`config.mk`:
```
export PLATFORM = sky130hd
export DESIGN_NAME = sst_front
export DESIGN_NICKNAME = d
export VERILOG_FILES = /design/src/rtl/core/sst_pkg.sv /design/src/rtl/core/sst_front.sv
export SDC_FILE = /design/constraint.sdc
export NUM_CORES = 1
export LEC_CHECK = 0
export ABC_AREA = 1
export BUFFER_PORTS_ARGS = -buffer_cell sky130_fd_sc_hd__buf_2
export CAP_MARGIN = 20
export CORE_MARGIN = 1.5
export CORE_UTILIZATION = 54
export DETAILED_ROUTE_END_ITERATION = 16
export PLACE_DENSITY = 0.77
export SYNTH_ARGS = -nofsm -noshare
export SYNTH_HDL_FRONTEND = slang
export SYNTH_SLANG_ARGS = --single-unit
```
`constraint.sdc`:
```
create_clock -name clk -period 6.2 [get_ports clk]
set_input_delay 1.24 -clock clk [delete_from_list [all_inputs] [get_ports clk]]
set_output_delay 1.24 -clock clk [all_outputs]
set_load 0.005 [all_outputs]
```
`src/rtl/core/sst_pkg.sv`:
```
// ----------------------------------------------------------------------------
// Sensor sender statistics table package
// Shared constants, status codes and the item type passed from front to back.
// ----------------------------------------------------------------------------
package sst_pkg;

	localparam int MaxSenders = 8;
	localparam int RingDepth = 30;

	localparam logic [7:0] PacketBytes = 8'd16;
	localparam logic [31:0] MagicMark = 32'hDEADBEEF;
	localparam logic [13:0] FullScale = 14'd10000;

	localparam logic [1:0] ST_OK = 2'd0;
	localparam logic [1:0] ST_LENGTH = 2'd1;
	localparam logic [1:0] ST_MAGIC = 2'd2;
	localparam logic [1:0] ST_FULL = 2'd3;

	localparam logic REG_HEIGHT = 1'b0;
	localparam logic REG_THRESH = 1'b1;

	typedef struct packed {
		logic [1:0]  status;
		logic [6:0]  slot;
		logic        fresh;
		logic [31:0] seq;
		logic [15:0] distance;
	} job_t;

endpackage

```
`src/rtl/core/sst_front.sv`:
```
// ----------------------------------------------------------------------------
// Sensor sender statistics table front end
// Checks each item, matches the sender over one table entry per cycle and
// registers new senders, then queues a job for the back end.
// ----------------------------------------------------------------------------
module sst_front #(
	parameter int MAX_SENDERS = sst_pkg::MaxSenders
) (
	input  logic                clk,
	input  logic                arst_n,
	input  logic                push,
	output logic                full,
	input  logic [7:0]          packet_length,
	input  logic [31:0]         magic_word,
	input  logic [31:0]         sequence_number,
	input  logic [47:0]         sender_mac,
	input  logic [15:0]         distance,
	output logic                job_valid,
	input  logic                job_ready,
	output sst_pkg::job_t       job
);

	localparam int SW = $clog2(MAX_SENDERS + 1);
	localparam int IW = (MAX_SENDERS > 1) ? $clog2(MAX_SENDERS) : 1;

	localparam logic [1:0] F_IDLE = 2'd0;
	localparam logic [1:0] F_SCAN = 2'd1;
	localparam logic [1:0] F_OUT = 2'd2;

	logic [1:0]  state_q;
	logic [SW-1:0] used_q;
	logic [SW-1:0] idx_q;
	logic [47:0] addr_q [MAX_SENDERS];
	logic [47:0] mac_q;
	sst_pkg::job_t job_q;

	assign full = (state_q != F_IDLE);
	assign job_valid = (state_q == F_OUT);
	assign job = job_q;

	always_ff @(posedge clk or negedge arst_n) begin
		if (!arst_n) begin
			state_q <= F_IDLE;
			used_q <= '0;
			idx_q <= '0;
		end else begin
			unique case (state_q)
				F_IDLE: begin
					if (push) begin
						idx_q <= '0;
						if (packet_length != sst_pkg::PacketBytes) begin
							state_q <= F_OUT;
						end else if (magic_word != sst_pkg::MagicMark) begin
							state_q <= F_OUT;
						end else begin
							state_q <= F_SCAN;
						end
					end
				end
				F_SCAN: begin
					if (idx_q == used_q) begin
						if (used_q != SW'(MAX_SENDERS)) begin
							used_q <= used_q + 1'b1;
						end
						state_q <= F_OUT;
					end else if (addr_q[idx_q[IW-1:0]] == mac_q) begin
						state_q <= F_OUT;
					end else begin
						idx_q <= idx_q + 1'b1;
					end
				end
				F_OUT: begin
					if (job_ready) begin
						state_q <= F_IDLE;
					end
				end
				default: state_q <= F_IDLE;
			endcase
		end
	end

	always_ff @(posedge clk) begin
		if (state_q == F_IDLE && push) begin
			mac_q <= sender_mac;
			job_q.seq <= sequence_number;
			job_q.distance <= distance;
			job_q.slot <= '0;
			job_q.fresh <= 1'b0;
			if (packet_length != sst_pkg::PacketBytes) begin
				job_q.status <= sst_pkg::ST_LENGTH;
			end else if (magic_word != sst_pkg::MagicMark) begin
				job_q.status <= sst_pkg::ST_MAGIC;
			end else begin
				job_q.status <= sst_pkg::ST_OK;
			end
		end else if (state_q == F_SCAN) begin
			if (idx_q == used_q) begin
				if (used_q == SW'(MAX_SENDERS)) begin
					job_q.status <= sst_pkg::ST_FULL;
				end else begin
					addr_q[idx_q[IW-1:0]] <= mac_q;
					job_q.slot <= 7'(idx_q);
					job_q.fresh <= 1'b1;
				end
			end else if (addr_q[idx_q[IW-1:0]] == mac_q) begin
				job_q.slot <= 7'(idx_q);
			end
		end
	end

endmodule

```
# After elaboration in Yosys (flattened, before gate mapping)
# Memory sizes are Yosys's and may differ from the RTL's.
# Cells that the tools add are included.
classes:
  n_addsub: 2
  n_eq_ne: 14
  n_reduce_logical: 14
  n_mux: 26
  bitwise: 1
op_table:
  columns: ["operator", "count"]
  rows:
  - ["$eq A48 B48 Y1", 1]
  - ["$ne A32 B32 Y1 const B", 1]
  - ["$mux W10", 2]
  - ["$mux W2", 10]
  - ["$reduce_and A3 Y1", 5]
  - ["$mux W7", 2]
  - ["$mux W4", 3]
  - ["$reduce_bool A2 Y1", 6]
  - ["$add A4 B1 Y4 const B", 2]
  - ["$mux W8", 1]
  - ["$ne A2 B2 Y1 const B", 4]
  - ["$ne A8 B5 Y1 const B", 1]
  - ["$pmux W4 S2", 1]
  - ["$mux W1", 6]
  - ["$pmux W2 S3", 1]
  - ["$eq A4 B4 Y1", 1]
  - ["$eq A4 B4 Y1 const B", 1]
  - ["$ne A4 B4 Y1 const B", 1]
  - ["$reduce_and A4 Y1", 1]
  - ["$ne A3 B3 Y1 const B", 1]
  - ["$eq A2 B1 Y1 const B", 1]
  - ["$eq A2 B2 Y1 const B", 1]
  - ["$logic_not A2 Y1", 1]
  - ["$ne A2 B1 Y1 const B", 1]
  - ["2 further kinds", 2]
totals:
  n_memories: 1
  ff_bits: 116
  ram_bits: 384
  word_cells: 67
mem_list:
  columns: ["name", "depth", "word_bits", "read_ports", "rd_ports_with_merged_regs", "wr", "line_no", "text"]
  rows:
  - ["addr_q", 8, 48, 1, 0, 1, "sst_front.sv:33", "logic [47:0] addr_q [MAX_SENDERS];"]

# Depth between registers and ports, before layout
logic_depth:
  depth_word: 6
  depth_mapped: 19
  ltp_nobuf: 16

# Worst setup path before layout
# Ideal clock, no wire load.
synth_path:
  kind: "input -> register"
  start: "input push"
  end: "register job_q, in the netlist job[56], enable pin"
  arrival_time_ns: 6.339
  setup_slack_ns: -0.471
  path_stages: 4
  required_ns: 5.868
  path_buffers: 0
  cell_sequence: "inv_1 > nor2_1 > inv_1 > o21ai_0"
synth_via:
  elab_chain_cells: 3
  elab_cells_between_ends: 5
  classes_between: "5 x reduce/logical"
synth_rtl:
  columns: ["item", "line_no", "text"]
  rows:
  - ["start: declaration", "sst_front.sv:11", "input logic push,"]
  - ["$logic_and A1 B1 Y1 *", "sst_front.sv:83", "if (state_q == F_IDLE && push) begin"]
  - ["$reduce_bool A2 Y1 (no line)", null, null]
  - ["$reduce_and A3 Y1 (no line) *", null, null]
  - ["end: declaration", "sst_front.sv:35", "sst_pkg::job_t job_q;"]
# Every way passes the cells marked *; elsewhere a longest branch is shown, timed or not.
# A chain may end at the register's enable or synchronous reset.

# Worst setup path in the final report
layout_path:
  start: "register idx_q[0]"
  end: "memory addr_q[7][16], enable pin"
layout_via:
  elab_chain_cells: 5
layout_rtl:
  columns: ["item", "line_no", "text"]
  rows:
  - ["start: declaration", "sst_front.sv:32", "logic [SW-1:0] idx_q;"]
  - ["start signal: assignment", "sst_front.sv:69", "idx_q <= idx_q + 1'b1;"]
  - ["$eq A4 B4 Y1", "sst_front.sv:97", "if (idx_q == used_q) begin"]
  - ["$mux W1", "sst_front.sv:97", null]
  - ["$mux W1", "sst_front.sv:96", "end else if (state_q == F_SCAN) begin"]
  - ["$mux W1", "sst_front.sv:83", null]
  - ["$mux W1 (implied by the code)", "sst_front.sv:101", "addr_q[idx_q[IW-1:0]] <= mac_q;"]
  - ["end: declaration", "sst_front.sv:33", null]
# Parallel ways exist; a longest one is shown, timed or not.

==> metrics.cfg <==
[outcome]
status=finished, final reports clean

[clocking]
cts_tree=yes
postCtsResizedCells=0
postCtsSetupRepairBufs=0
h-tree-depth=2
cts_made_buffers=51
cts-root-buf=clkbuf_16
path_clk_slew_ns=0.06
cts_hold_buf=0
clk_path_buf_depth=3
clock-sinks=497
clk-insertion-delay-late_ns=0.59

[synth]
syn_avg_cell_area_um2=10.9
synth_cell_type_count=36
synth_top_area_share_pct=68.7
syn_area_um2=21100
yosys.area.top_type=edfxtp_1
synthTopCellsByArea=edfxtp_1, nand2_1, inv_1
postSynthCellCount=1932
ys_ff_latch=497
ys_seq_area_share_pct=70.3
yosysWarnings=0

[place]
port_buffers=196
gp_congestion=0.825
preCtsSetupSlack_ns=2.37
dp_cells=2599
dp_hpwl_um=25100

[routing]
vias=13600
antenna_left=0
drt_wl_total_um=43200
drc=0
dr.pass1.iters=5
drtIter0Drc=1067
via_per_inst=5.06
wl_per_cell_um=16.0

[cells_and_area]
final_cell_mix=nand2_1, edfxtp_1, inv_1
num-nets-final=2277
final_cells=2694
final_util_pct=62.9
diodes=0
nFillCells=2978
syn2layout_area_growth_pct=15.0
layout-drive-gt1-share_pct=14.5
final_common_cell=nand2_1

[grt]
first_global_vias=13500
track_usage_pct=21.8
grt_overflow=0
grt_max_degree=108
antenna_found_initial=0
grt_pass1_wl_um=68400

[setup_path]
worstReg2RegStart=idx_q[0]$_DFFE_PN0P_
worst_setup_path_start_kind=flip-flop
r2r_cells=8
required_ns=6.44
critPathKind=reg2reg
critPathMaxFanout=75
endpoint_kind=flip-flop
worstPathArrival_ns=4.10
regToRegSetupSlack_ns=2.34
regToRegEndpoint=addr_q[7][16]$_DFFE_PP_

[sta]
max-slew-margin-rel_pct=28.5
slew_violations=0
setup_tns_ns=0
skew_ns=0.0197
period_share_pct=62.3
final.setup.worst_slack_ns=2.34
worst-slew-pin-transition_ns=1.07
finalSetupViolCount=0
rsz0062_at_grt=false
hold_viol=0
fmax_ghz=0.259
final.min_clock_period_ns=3.86

[floorplanning]
core_region_area_um2=38600
die_y_um=201
std_cell_rows=72
io_pins=200
dieArea_um2=40200
die_width_um=201
start_util_pct=54.7

[pwr]
ir_drop_v=0.000289
powerDensity_nw_per_um2=311
leakagePower_uw=0.0104

[min_path]
holdPathStages=2
holdCritStartpoint=job[49]$_SDFFE_PP0P_
worstHoldPathType=reg2reg
holdPathEnd=job[49]$_SDFFE_PP0P_

[job]
maxCapViolCount=0

==> registers in the layout (all words and copies together) (netlist names) <==
signal	flops
addr_q	384
idx_q	4
job	55
mac_q	48
state_q	2
used_q	4
==> synth_stat cells, drive strengths merged <==
master / number
nand3: 161
ha: 3
nor2: 154
a22oi: 1
o32ai: 1
a21oi: 6
conb: 1
dfxtp: 5
nor3: 18
xor2: 13
nand3b: 7
clkbuf: 3
o211ai: 17
nand2: 523
inv: 372
o21ai: 50
dfrtp: 10
edfxtp: 482
or2: 33
nand4: 4
nor3b: 1
buf: 64
nor4: 3
==> worst max-delay path: stages (launching register included) <==
cell and delay, ns:
dfrtp_4 0.75, inv_4 0.48, nand2_1 0.11, a21oi_1 0.18, nand2_1 0.16, nor3_2 0.32, inv_1 0.17, nor2_4 0.78
buf_4 0.51
==> where the power goes <==
group | internal, uW | switching, uW
combinational | 116 | 191
clock | 1890 | 1250
sequential | 3930 | 157
==> kinds of logic (layout without fill, tap and decap cells) <==
kind of cell    Yosys count  after routing  share of synthesized area, %
other cells               1              3                        0.0178
flops                   497            497                          70.3
buf+inv                 439            681                          8.89
xor+xnor                 13             13                         0.540
compound gates           75             75                          2.01
fa+ha+maj                 3              3                         0.178
simple gates            904            904                          18.0
==> worst max-delay path by stage <==
stage          cells after the start                 start                       to
6_report                           8  idx_q[0]$_DFFE_PN0P_  addr_q[7][16]$_DFFE_PP_
5_1_grt                            8  idx_q[0]$_DFFE_PN0P_   addr_q[1][9]$_DFFE_PP_
4_1_cts                            5  idx_q[0]$_DFFE_PN0P_  addr_q[0][14]$_DFFE_PP_
3_5_place_dp                       5  idx_q[0]$_DFFE_PN0P_  addr_q[0][14]$_DFFE_PP_
3_3_place_gp                       8  idx_q[0]$_DFFE_PN0P_  addr_q[7][11]$_DFFE_PP_
2_1_floorplan                      4                  push        job[56]$_DFFE_PP_
==> area by class of cell <==
cell class / instances / area (um^2) / area share, %
clock buffer: 61 / 1360 / 5.60
tap: 518 / 648 / 2.67
clock inverter: 34 / 374 / 1.54
multi-input combinational: 998 / 4470 / 18.4
sequential: 497 / 14800 / 61.2
timing repair buffer: 214 / 1170 / 4.81
inverter: 372 / 1400 / 5.77
==> layer usage <==
layer / vias up / track usage [%] / part of all wire (%)
li1: 6615 / - / -
met1: 6448 / 27.8 / 41
met2: 465 / 37.2 / 49
met3: 94 / 4.35 / 7.2
met4: 0 / 7.92 / 2.6
met5: - / 0 / 0
==> through the flow <==
| step | hold WS (ns) | instance area (um^2) | total power, uW |
|---|---|---|---|
| after floorplan | 0.448 | 21100 | 4250 |
| after global placement | 0.473 | 22500 | 4450 |
| after detailed placement | 0.480 | 22500 | 4470 |
| after CTS | 0.482 | 24200 | 7600 |
| after global routing | 0.496 | 24200 | 7780 |
| final | 0.491 | 24200 | 7540 |
Power figures use the tool's default switching activity.
