## config.mk

```make
export PLATFORM = sky130hd
export DESIGN_NAME = sst_queue
export DESIGN_NICKNAME = d
export VERILOG_FILES = /design/src/rtl/core/sst_pkg.sv /design/src/rtl/core/sst_queue.sv
export SDC_FILE = /design/constraint.sdc
export NUM_CORES = 1
export LEC_CHECK = 0
export BUFFER_PORTS_ARGS = -buffer_cell sky130_fd_sc_hd__buf_2
export CELL_PAD_IN_SITES_DETAIL_PLACEMENT = 2
export CELL_PAD_IN_SITES_GLOBAL_PLACEMENT = 2
export CORE_MARGIN = 5
export CORE_UTILIZATION = 25
export CTS_CLUSTER_SIZE = 20
export DETAILED_ROUTE_END_ITERATION = 16
export GPL_TIMING_DRIVEN = 0
export PLACE_DENSITY = 0.57
export SYNTH_ARGS = -nofsm -noshare
export SYNTH_HDL_FRONTEND = slang
export SYNTH_SLANG_ARGS = --single-unit
```

## constraint.sdc

```tcl
create_clock -name clk -period 4.32 [get_ports clk]
set_input_delay 0.432 -clock clk [delete_from_list [all_inputs] [get_ports clk]]
set_output_delay 0.432 -clock clk [all_outputs]
set_load 0.02 [all_outputs]
```

## src/rtl/core/sst_pkg.sv

```systemverilog
// ----------------------------------------------------------------------------
// Sensor sender statistics table package
// Shared constants, status codes and the item type passed from front to back.
// ----------------------------------------------------------------------------
package sst_pkg;

	localparam int MaxSenders = 8;
	localparam int RingDepth = 30;

	localparam logic [7:0] PacketBytes = 8'd16;
	localparam logic [31:0] MagicMark = 32'hDEADBEEF;
	localparam logic [13:0] FullScale = 14'd10000;

	localparam logic [1:0] ST_OK = 2'd0;
	localparam logic [1:0] ST_LENGTH = 2'd1;
	localparam logic [1:0] ST_MAGIC = 2'd2;
	localparam logic [1:0] ST_FULL = 2'd3;

	localparam logic REG_HEIGHT = 1'b0;
	localparam logic REG_THRESH = 1'b1;

	typedef struct packed {
		logic [1:0]  status;
		logic [6:0]  slot;
		logic        fresh;
		logic [31:0] seq;
		logic [15:0] distance;
	} job_t;

endpackage

```

## src/rtl/core/sst_queue.sv

```systemverilog
// ----------------------------------------------------------------------------
// Sensor sender statistics table job queue
// Two-entry queue that decouples the front end from the back end.
// ----------------------------------------------------------------------------
module sst_queue (
	input  logic          clk,
	input  logic          arst_n,
	input  logic          in_valid,
	output logic          in_ready,
	input  sst_pkg::job_t in_job,
	output logic          out_valid,
	input  logic          out_ready,
	output sst_pkg::job_t out_job
);

	sst_pkg::job_t mem_q [2];
	logic          wp_q;
	logic          rp_q;
	logic [1:0]    cnt_q;
	logic          do_push;
	logic          do_pop;

	assign in_ready = (cnt_q != 2'd2);
	assign out_valid = (cnt_q != 2'd0);
	assign out_job = mem_q[rp_q];
	assign do_push = in_valid && in_ready;
	assign do_pop = out_valid && out_ready;

	always_ff @(posedge clk or negedge arst_n) begin
		if (!arst_n) begin
			wp_q <= 1'b0;
			rp_q <= 1'b0;
			cnt_q <= '0;
		end else begin
			if (do_push) wp_q <= ~wp_q;
			if (do_pop) rp_q <= ~rp_q;
			cnt_q <= cnt_q + {1'b0, do_push} - {1'b0, do_pop};
		end
	end

	always_ff @(posedge clk) begin
		if (do_push) mem_q[wp_q] <= in_job;
	end

endmodule

```

---- After elaboration in Yosys (flattened, before gate mapping) ----
Memories as Yosys holds them, arrays and structs flattened.
Cells that the tools add are included.
storage, ports and cells
  bits in writable memories ............... 116
  memories ................................ 1
  input bits .............................. 62
  output and inout port bits .............. 60
  flip-flop bits (word level) ............. 4
operators by class
  multiplexer cells ....................... 2
  $add $sub $neg .......................... 2
  equal/unequal tests ..................... 1
  bitwise gates (word level) .............. 2
  reduce and logical (&&, ||, !) cells .... 3
memories
  name   depth  width  read ports  clocked after Yosys merged registers in  write ports  line             text
  mem_q  2      58     1           0                                        1            sst_queue.sv:16  sst_pkg::job_t mem_q [2];
operator list
  operator                                     count
  2-bit by 1-bit adder with 2-bit output       1
  1-bit logical AND                            2
  1-bit two-way mux                            2
  2-bit != test (second input constant)        1
  1-bit NOT                                    2
  2-bit nonzero test                           1
  2-bit by 1-bit subtractor with 2-bit output  1

---- Depth between registers and ports, before layout ----
Gate-level depths: netlist of run 1.
  depth in word-level cells ............... 4
  mapped depth ............................ 7
  depth with buffers taken out ............ 7

---- Least setup slack after synthesis of run 1 ----
No wires, ideal clock.
  kind .................................... register -> register
  start point ............................. register cnt_q[1]
  end point ............................... memory mem_q[0][0] (netlist name) (enable)
  arrival time ............................ 3,186 ps
  path buffers ............................ 0
  cell stages (with the launch flop) ...... 4
  setup slack ............................. 660 ps
  data required time ...................... 3,846 ps
  period minus slack after synthesis ...... 3,660 ps
  path through ............................ dfrtp_1 nand2b_1 nand2_1 nor2_1
between the ends
  word-level cells in the longest chain between the ends .. 4
ends and longest elaborated chain
  what                                     line             text
  start: declaration                       sst_queue.sv:19  logic [1:0] cnt_q;
  start signal: assignment                 sst_queue.sv:37  cnt_q <= cnt_q + {1'b0, do_push} - {1'b0, do_pop};
  2-bit != test                            sst_queue.sv:23  assign in_ready = (cnt_q != 2'd2);
  net in_ready                             sst_queue.sv:9   output logic in_ready,
  1-bit logical AND                        sst_queue.sv:26  assign do_push = in_valid && in_ready;
  1-bit two-way mux                        sst_queue.sv:42  if (do_push) mem_q[wp_q] <= in_job;
  1-bit two-way mux (implied by the code)  sst_queue.sv:42
  end: declaration                         sst_queue.sv:16
The timed path passes the listed nets, and every way through them passes these cells.

==> results.sh, run 1 <==
export IMPL_run_status="finished, final reports clean"
export IMPL_vias=2334
export IMPL_route_detailed_wl_per_inst_um=16.78
export IMPL_dieWidth_um=143.1
export IMPL_final_setup_worst_slack_ns=2.193
export IMPL_final_max_slew_viol_count=0
export IMPL_net_count_synth=262
export IMPL_post_place_ws_ns=2.512
export IMPL_clkTransAtPathRegs_ns=0.06
export IMPL_finish_net_count=405
export IMPL_yosysUniqueCellTypes=17
export IMPL_clock_sinks=120
export IMPL_post_synthesis_sequential_element_count=120
export IMPL_detailedRoute_firstIterationViolations=88
export IMPL_ctsLongestPathBuffers=2
export IMPL_power_density_mw_per_mm2=763.3
export IMPL_largest_net_degree_at_the_start_of_global_routing=59
export IMPL_worstPathMaxFanout=10
export IMPL_io_buffers=121
export IMPL_place_congestion=0.6450
export IMPL_totalWireLength_mm=9.716
export IMPL_worst_relative_slew_slack_pct=42.19
export IMPL_grt_pass1_wl_mm=15.15
export IMPL_num_antenna_cells=0
export IMPL_hold_viol_final=0
export IMPL_antenna_left=0
export IMPL_finalCoreUtilization_pct=34.72
export IMPL_max_slew_worst_pin_slew_ns=0.8671
export IMPL_global_route_peak_usage_layer="met2"
export IMPL_die_y_um=143.1
export IMPL_critPathArrivalTime_ns=1.69
export IMPL_fraction_of_layout_instances_using_a_drive_strength_above_1_pct=62.99
export IMPL_final_setup_viol_count=0
export IMPL_clock_tree_from_tritoncts="yes"
export IMPL_floorplan_rows=48
export IMPL_globalRouteMet1Util_pct=11.07
export IMPL_global_route_usage_met3_pct=4.287
export IMPL_drc=0
export IMPL_crit_reg2reg_launch="cnt_q[1]"
export IMPL_yosysWarnings=0
export IMPL_max_vdd_ir_drop_uv=442.0
export IMPL_clock_root_buffer="sky130_fd_sc_hd__clkbuf_16"
export IMPL_area_growth_synth_to_final_pct=36.11
export IMPL_via_density=4.031
export IMPL_final_min_clock_period_ns=2.127
export IMPL_cts_setup_buffers=0
export IMPL_hold_path_class="in2reg"
export IMPL_grt_total_usage_pct=9.970
export IMPL_clk_latency_ns=0.41
export IMPL_start_kind="flop"
export IMPL_worstSetupPathType="reg2out"
export IMPL_leakage_nw=2.281
export IMPL_endpoint_kind_of_the_worst_setup_timing_path="output pin"
export IMPL_drt_pre_antenna_iters=4
export IMPL_start_util_pct=25.51
export IMPL_synth_yosys_seq_area_share_pct=80.93
export IMPL_die_area_mm2=0.02047
export IMPL_grt_antenna_before_repair=2
export IMPL_fin_skew_ns=0.006401
export IMPL_cp_data_required_time_ns=3.89
export IMPL_worst_hold_slack_ns=0.2096
export IMPL_cts_htree_levels=4
export IMPL_grt_overflow_total=0
export IMPL_post_synth_inst_count=198
export IMPL_fin_tns_setup_ns=0
export IMPL_first_global_vias=2779
export IMPL_min_delay_start="in_job[51]"
export IMPL_final_min_period_over_clock_period_pct=49.24
export IMPL_netlist_area_mm2=0.004428
export IMPL_hpwlAfterDp_mm=6.541
export IMPL_max_cap_viol_count=0
export IMPL_max_freq_ghz=0.4702
export IMPL_io_pins=122
export IMPL_layout_filler_cells=1752
export IMPL_rsz0062_at_grt="false"
export IMPL_cts_inserted_buffers=17
export IMPL_core_mm2=0.01736
export IMPL_startpoint="rp_q"
export IMPL_grt_met2_usage_pct=16.69
export IMPL_postSynthAreaPerCell_um2=22.36
-- cell usage in the layout (no fill, tap or decap), drive strengths merged --
| master | Yosys | routed |
|---|---|---|
| inv | 1 | 1 |
| and2 | 1 | 1 |
| nand2 | 1 | 1 |
| edfxtp | 116 | 116 |
| dfrtp | 4 | 4 |
| clkbuf | 0 | 21 |
| and3 | 1 | 1 |
| mux2 | 58 | 58 |
| nand2b | 1 | 1 |
| nor2 | 1 | 1 |
| ha | 2 | 2 |
| xnor2 | 3 | 3 |
| buf | 7 | 130 |
| or2 | 1 | 1 |
| xor2 | 1 | 1 |
| bufinv | 0 | 4 |
| dlygate4sd3 | 0 | 1 |
| clkinvlp | 0 | 4 |
| clkinv | 0 | 3 |
-- area by class of cell --
class,instances,area [um2],area share (%)
Inverter,1,3.754,0.06228
Buffer,7,57.56,0.9550
Timing Repair Buffer,124,655.6,10.88
Tap cell,225,281.5,4.671
Multi-Input combinational cell,70,795.8,13.20
Clock buffer,21,480.5,7.972
Clock inverter,11,168.9,2.803
Sequential cell,120,3583,59.46
-- final timing paths --
path	to	slack, ns	cells past startpoint
worst max-delay path	out_job[49]	2.19	4
worst max register to register	cnt_q[1]	2.52	7
worst min-delay path	mem_q[0][51]	0.21	1
worst min register to register	cnt_q[0]	0.52	1
min in group asynchronous	cnt_q[1]	0.36	2
max in group asynchronous	wp_q	3.83	2
-- what timing repair did --
item	in CTS	in global routing
gates resized for setup	0	0
endpoints found under the setup margin	0	0
hold buffers	1	0
endpoints found under the hold margin	4	0
-- sequential cells by signal, summed over array words and instances, names as in the netlist --
signal and flops:
mem_q 116, wp_q 1, rp_q 1, cnt_q 2
-- where the power goes --
part	total [W]	internal, W	leakage [nW]	switching, W
Sequential	0.00166	0.00160	1.12	0.0000636
Combinational	0.00141	0.000574	0.850	0.000835
Clock	0.00153	0.00103	0.307	0.000507
-- kinds of logic (layout without fill, tap and decap cells) --
family	Yosys count	in the layout	share of synthesized area, %
mux	58	58	15.60
flops	120	120	80.93
simple gates	6	6	0.7349
xor+xnor	4	4	0.7913
buf+inv	8	164	1.384
fa+ha+maj	2	2	0.5650
-- Yosys cell counts --
master,n,area (um2)
sky130_fd_sc_hd__edfxtp_1,116,3483
sky130_fd_sc_hd__mux2_2,48,540.5
sky130_fd_sc_hd__mux2_4,10,150.1
sky130_fd_sc_hd__buf_2,4,20.02
sky130_fd_sc_hd__dfrtp_1,4,100.1
sky130_fd_sc_hd__xnor2_1,3,26.28
sky130_fd_sc_hd__buf_6,2,22.52
sky130_fd_sc_hd__ha_1,2,25.02
sky130_fd_sc_hd__and2_1,1,6.260
sky130_fd_sc_hd__and3_1,1,6.260
sky130_fd_sc_hd__buf_8,1,15.01
sky130_fd_sc_hd__inv_1,1,3.750
sky130_fd_sc_hd__nand2_1,1,3.750
sky130_fd_sc_hd__nand2b_1,1,6.260
sky130_fd_sc_hd__nor2_1,1,3.750
sky130_fd_sc_hd__or2_2,1,6.260
sky130_fd_sc_hd__xor2_1,1,8.760
-- worst max-delay path, cell delays in order, from the launching register on --
cell and delay, ns:
sky130_fd_sc_hd__dfrtp_1 0.34, sky130_fd_sc_hd__buf_6 0.13, sky130_fd_sc_hd__buf_2 0.27, sky130_fd_sc_hd__mux2_2 0.38, sky130_fd_sc_hd__buf_2 0.16
-- metrics by stage --
step                cell area, um2  total power (W)  cells
CTS                           6027         0.004718    579
detailed placement            5368         0.003147    546
global route                  6027         0.004862    579
finish                        6027         0.004600    579
global placement              5315         0.003113    544
floorplan                     4428         0.002645    198
-- metal layers --
metal,vias up,routed length [um]
li1,1066,-
met5,-,40
met1,1168,3853
met3,18,700
met2,78,4980
met4,4,142
Power figures use the tool's default switching activity.
==> run 2, diff against run 1 <==
- PLACE_DENSITY: 0.57 -> 0.59
- clock period: 4.32 -> 1.8 ns (I/O delays scaled with it)
==> run 2 against run 1 <==
Against the previous run: utilization grew 4.6 points; sequential power grew 140%; worst hold slack lost 0.10 ns; non-clock buffer count grew 64; first-iteration DRC count is the same; setup slack lost 2.2 ns; critical path type unchanged; highest routed layer is now met4.
==> results.sh, run 2 (synthesized netlist as in run 1, its figures left out) <==
export IMPL_run_status="finished, final reports clean"
export IMPL_worstPathMaxFanout=5
export IMPL_antenna_left=0
export IMPL_crit_reg2reg_launch="cnt_q[1]"
export IMPL_rr_endpoint="cnt_q[1]"
export IMPL_critPathArrivalTime_ns=1.60
export IMPL_hold_viol_final=0
export IMPL_via_density=3.981
export IMPL_final_min_period_over_clock_period_pct=99.08
export IMPL_finalCoreUtilization_pct=39.29
export IMPL_rr_worst_depth=7
export IMPL_die_y_um=143.1
export IMPL_drt_pre_antenna_iters=5
export IMPL_endpoint_kind_of_the_worst_setup_timing_path="output pin"
export IMPL_drc=0
export IMPL_area_taken_by_multi_input_logic_gates_um2=850.8
export IMPL_clkTransAtPathRegs_ns=0.05
export IMPL_p_comb_share_pct=36.7
export IMPL_registers_top_by_ff_count="mem_q"
export IMPL_cp_data_required_time_ns=1.62
export IMPL_clock_root_buffer="sky130_fd_sc_hd__clkbuf_16"
export IMPL_max_vdd_ir_drop_uv=761.3
export IMPL_io_pins=122
export IMPL_vias=2564
export IMPL_worst_hold_slack_ns=0.1094
export IMPL_reg_top3="mem_q (116), cnt_q (2)"
export IMPL_die_area_mm2=0.02047
export IMPL_worst_relative_slew_slack_pct=67.83
export IMPL_start_util_pct=25.51
export IMPL_clock_sinks=120
export IMPL_max_freq_ghz=0.5607
export IMPL_num_antenna_cells=0
export IMPL_max_cap_viol_count=0
export IMPL_final_max_slew_viol_count=0
export IMPL_detailedRoute_firstIterationViolations=88
export IMPL_route_detailed_wl_per_inst_um=16.23
export IMPL_first_global_vias=2963
export IMPL_area_growth_synth_to_final_pct=54.00
export IMPL_final_setup_viol_count=0
export IMPL_place_congestion=0.6183
export IMPL_hold_path_class="in2async"
export IMPL_leakage_nw=2.605
export IMPL_largest_reg_flops=116
export IMPL_final_seq_area_mm2=0.003585
export IMPL_final_min_clock_period_ns=1.783
export IMPL_grt_pass1_wl_mm=15.83
export IMPL_layout_filler_cells=1680
export IMPL_fraction_of_layout_instances_using_a_drive_strength_above_1_pct=54.65
export IMPL_clock_tree_from_tritoncts="yes"
export IMPL_max_slew_worst_pin_slew_ns=0.4826
export IMPL_clkPwrFrac_pct=28.7
export IMPL_layout_cells_most_common_list="116 x sky130_fd_sc_hd__edfxtp_1, 99 x sky130_fd_sc_hd__buf_2, 59 x sky130_fd_sc_hd__dlygate4sd3_1, 47 x sky130_fd_sc_hd__mux2_2, 23 x sky130_fd_sc_hd__buf_6"
export IMPL_cts_inserted_buffers=17
export IMPL_grt_overflow_total=0
export IMPL_post_place_ws_ns=-0.08183
export IMPL_largest_net_degree_at_the_start_of_global_routing=59
export IMPL_start_kind="flop"
export IMPL_core_mm2=0.01736
export IMPL_worstSetupPathType="reg2out"
export IMPL_fin_skew_ns=0.005657
export IMPL_setup_reg_to_reg_worst_slack_ns=0.10
export IMPL_ctsLongestPathBuffers=2
export IMPL_grt_antenna_before_repair=0
export IMPL_grt_total_usage_pct=10.32
export IMPL_floorplan_rows=48
export IMPL_power_frac_seq_pct=34.7
export IMPL_layout_cells_most_common="sky130_fd_sc_hd__edfxtp_1"
export IMPL_rsz0062_at_grt="true"
export IMPL_power_switching_w=0.003497
export IMPL_totalWireLength_mm=10.45
export IMPL_dieWidth_um=143.1
export IMPL_cts_htree_levels=4
export IMPL_internal_pwr_total_w=0.007991
export IMPL_fin_tns_setup_ns=0
export IMPL_final_setup_worst_slack_ns=0.01651
export IMPL_power_share_switching_pct=30.44
export IMPL_clk_latency_ns=0.40
export IMPL_hpwlAfterDp_mm=6.465
export IMPL_finish_net_count=470
export IMPL_io_buffers=121
export IMPL_power_density_mw_per_mm2=1685
## run 2: changes by cell type in the layout (fill, tap and decap cells not counted), moves of 2 or more
cell / delta
sky130_fd_sc_hd__clkinvlp_4: -2
sky130_fd_sc_hd__buf_4: +8
sky130_fd_sc_hd__buf_6: +21
sky130_fd_sc_hd__clkbuf_1: +4
sky130_fd_sc_hd__clkbuf_8: -4
sky130_fd_sc_hd__buf_2: -26
sky130_fd_sc_hd__clkinv_1: +4
sky130_fd_sc_hd__buf_12: +2
sky130_fd_sc_hd__dlygate4sd3_1: +58
## run 2: worst max-delay path by stage
stage                         from           end  cells after the start
after CTS                     rp_q    out_job[0]                      5
after detailed placement  cnt_q[1]      cnt_q[1]                      7
final                         rp_q   out_job[41]                      5
after global routing          rp_q    out_job[6]                      5
after floorplan           cnt_q[1]   mem_q[0][0]                      3
after global placement    cnt_q[1]  mem_q[0][38]                      3
## run 2: critical path, cell delays in order (launching register included)
cell and delay (ns):
sky130_fd_sc_hd__dfrtp_1 0.37, sky130_fd_sc_hd__buf_6 0.13, sky130_fd_sc_hd__buf_12 0.14, sky130_fd_sc_hd__buf_16 0.14, sky130_fd_sc_hd__mux2_4 0.30, sky130_fd_sc_hd__buf_6 0.13
## run 2: stage by stage
stage                     power (W)  area (um2)  instances
after floorplan            0.006358        4452        198
after global placement     0.007449        5339        544
after detailed placement   0.007582        5383        546
after CTS                   0.01160        6766        642
after global routing        0.01210        6819        644
final                       0.01149        6819        644
## run 2: metal layers
layer  vias to the layer above  GRT usage (%)  share of wire [%]
met5                         -              0                  0
met2                        67          18.64                 54
met3                         9          3.248                5.2
li1                       1197              -                  -
met4                         0          3.902                1.3
met1                      1291          11.28                 40
## run 2: final cells by class
| cell class | instances | share of cell area, % |
|---|---|---|
| Tap cell | 225 | 4.128 |
| Multi-Input combinational cell | 71 | 12.48 |
| Inverter | 1 | 0.05505 |
| Clock buffer | 21 | 6.459 |
| Clock inverter | 11 | 1.908 |
| Sequential cell | 120 | 52.57 |
| Buffer | 6 | 1.083 |
| Timing Repair Buffer | 189 | 21.32 |
## run 2: timing repair
action | 4_1_cts | 5_1_grt
endpoints found under the setup margin | 50 | 117
gates cloned | 1 | 1
hold buffers | 59 | 0
endpoints found under the hold margin | 120 | 0
pin swaps | 1 | 2
setup buffers | 4 | 2
resized for setup | 49 | 17
## run 2: power by group through the flow
stage	combinational [W]	sequential [W]	clock, W
after floorplan	0.00236	0.00400	0
after CTS	0.00419	0.00401	0.00339
after global routing	0.00453	0.00404	0.00354
after global placement	0.00341	0.00404	0
after detailed placement	0.00352	0.00406	0
final	0.00421	0.00399	0.00329
==> run 3, diff against run 2 <==
- MAX_ROUTING_LAYER: unset -> met4
==> run 3 against run 2 <==
Against the previous run: total power hardly changed; setup slack improved by 0.0025 ns; wire length shrank 0.52%; critical path depth stayed put; critical path type unchanged.
==> results.sh, run 3 (synthesized netlist as in run 1, its figures left out) <==
export IMPL_critPathArrivalTime_ns=1.60
export IMPL_core_mm2=0.01736
export IMPL_layout_cells_most_common="sky130_fd_sc_hd__edfxtp_1"
export IMPL_reg_top3="mem_q (116), cnt_q (2)"
export IMPL_grt_antenna_before_repair=0
export IMPL_die_area_mm2=0.02047
export IMPL_registers_top_by_ff_count="mem_q"
export IMPL_floorplan_rows=48
export IMPL_cp_data_required_time_ns=1.62
export IMPL_final_min_period_over_clock_period_pct=98.94
export IMPL_crit_reg2reg_launch="cnt_q[1]"
export IMPL_place_congestion=0.6228
export IMPL_io_pins=122
export IMPL_rr_endpoint="cnt_q[1]"
export IMPL_worstSetupPathType="reg2out"
export IMPL_grt_pass1_wl_mm=15.79
export IMPL_start_kind="flop"
export IMPL_num_antenna_cells=0
export IMPL_finalCoreUtilization_pct=39.29
export IMPL_final_max_slew_viol_count=0
export IMPL_rsz0062_at_grt="true"
export IMPL_layout_filler_cells=1677
export IMPL_start_util_pct=25.51
export IMPL_totalWireLength_mm=10.40
export IMPL_cts_inserted_buffers=17
export IMPL_vias=2563
export IMPL_fraction_of_layout_instances_using_a_drive_strength_above_1_pct=54.65
export IMPL_cts_htree_levels=4
export IMPL_ctsLongestPathBuffers=2
export IMPL_endpoint_kind_of_the_worst_setup_timing_path="output pin"
export IMPL_layout_cells_most_common_list="116 x sky130_fd_sc_hd__edfxtp_1, 99 x sky130_fd_sc_hd__buf_2, 59 x sky130_fd_sc_hd__dlygate4sd3_1, 47 x sky130_fd_sc_hd__mux2_2, 23 x sky130_fd_sc_hd__buf_6"
export IMPL_leakage_nw=2.605
export IMPL_clk_latency_ns=0.40
export IMPL_max_slew_worst_pin_slew_ns=0.4608
export IMPL_clock_tree_from_tritoncts="yes"
export IMPL_setup_reg_to_reg_worst_slack_ns=0.10
export IMPL_run_status="finished, final reports clean"
export IMPL_max_cap_viol_count=0
export IMPL_finish_net_count=470
export IMPL_max_vdd_ir_drop_uv=746.5
export IMPL_drc=0
export IMPL_detailedRoute_firstIterationViolations=95
export IMPL_max_freq_ghz=0.5615
export IMPL_worstPathMaxFanout=5
export IMPL_power_density_mw_per_mm2=1683
export IMPL_route_detailed_wl_per_inst_um=16.15
export IMPL_hold_path_class="in2reg"
export IMPL_die_y_um=143.1
export IMPL_hpwlAfterDp_mm=6.465
export IMPL_post_place_ws_ns=-0.08183
export IMPL_worst_relative_slew_slack_pct=69.28
export IMPL_first_global_vias=2969
export IMPL_grt_total_usage_pct=10.61
export IMPL_via_density=3.980
export IMPL_grt_overflow_total=0
export IMPL_area_growth_synth_to_final_pct=54.00
export IMPL_antenna_left=0
export IMPL_final_min_clock_period_ns=1.781
export IMPL_rr_worst_depth=7
export IMPL_clock_root_buffer="sky130_fd_sc_hd__clkbuf_16"
export IMPL_hold_viol_final=0
export IMPL_crit_end="out_job[41]"
export IMPL_drt_pre_antenna_iters=4
export IMPL_largest_reg_flops=116
export IMPL_final_setup_worst_slack_ns=0.01900
export IMPL_clkTransAtPathRegs_ns=0.05
export IMPL_largest_net_degree_at_the_start_of_global_routing=59
export IMPL_startpoint="rp_q"
export IMPL_dieWidth_um=143.1
export IMPL_clock_sinks=120
export IMPL_io_buffers=121
export IMPL_fin_skew_ns=0.005762
export IMPL_final_setup_viol_count=0
run 3: cell counts in the layout (fill, tap and decap cells not counted):
Identical to the previous run, type by type.
run 3: per-stage QoR:
stage / hold WS [ns] / TNS [ns] / std cells / power, W / cell area, um2
floorplan: -0.1156 / -5.720 / 198 / 0.006358 / 4452
global placement: -0.005509 / -64.39 / 544 / 0.007449 / 5339
detailed placement: -0.005180 / -0.08183 / 546 / 0.007582 / 5383
CTS: 0.08062 / -1.810 / 642 / 0.01160 / 6766
global route: 0.08799 / -2.105 / 644 / 0.01209 / 6819
finish: 0.09970 / 0 / 644 / 0.01148 / 6819
run 3: cell type report:
class                   count  area, um2  share of cell area [%]
well taps                 225      281.5                   4.128
flip-flops and latches    120       3585                   52.57
clock inverters            11      130.1                   1.908
clock buffers              21      440.4                   6.459
multi-input cells          71      850.8                   12.48
plain buffers               6      73.82                   1.083
inverters                   1      3.754                 0.05505
repair buffers            189       1454                   21.32
run 3: power by group:
group	leakage, nW	internal [W]	switching [W]
clock network	0.271	0.00215	0.00114
registers	1.12	0.00383	0.000159
logic	1.21	0.00201	0.00219
total	2.60	0.00799	0.00349
run 3: layer usage:
layer | vias to the layer above | track usage (%) | routed length [um] | share of wire (%)
li1 | 1198 | - | - | -
met3 | 9 | 2.914 | 461 | 4.4
met5 | - | - | 0 | 0
met1 | 1289 | 11.39 | 4141 | 40
met2 | 67 | 18.72 | 5657 | 54
met4 | 0 | 3.902 | 138 | 1.3
run 3: how the worst min path moves through the flow:
| stage | depth (start not counted) | slack, ns | startpoint | endpoint |
|---|---|---|---|---|
| after global routing | 3 | 0.09 | out_ready | rp_q |
| after detailed placement | 1 | -0.005 | arst_n | wp_q |
| final | 3 | 0.1 | out_ready | rp_q |
| after CTS | 3 | 0.08 | out_ready | rp_q |
| after global placement | 1 | -0.006 | arst_n | wp_q |
| after floorplan | 0 | -0.12 | arst_n | cnt_q[0] |
run 3: worst max-delay path: stages (launching register included):
cell                      delay [ns]
sky130_fd_sc_hd__dfrtp_1        0.37
sky130_fd_sc_hd__buf_6          0.13
sky130_fd_sc_hd__buf_12         0.13
sky130_fd_sc_hd__buf_16         0.13
sky130_fd_sc_hd__mux2_4         0.30
sky130_fd_sc_hd__buf_6          0.13
run 3: repair_timing:
item / CTS / global route
cloned: 1 / 1
buffers inserted: 4 / 2
gates resized for setup: 49 / 17
endpoints found under the setup margin: 50 / 117
endpoints found under the hold margin: 120 / 0
pin swaps: 1 / 2
hold buffers: 59 / 0
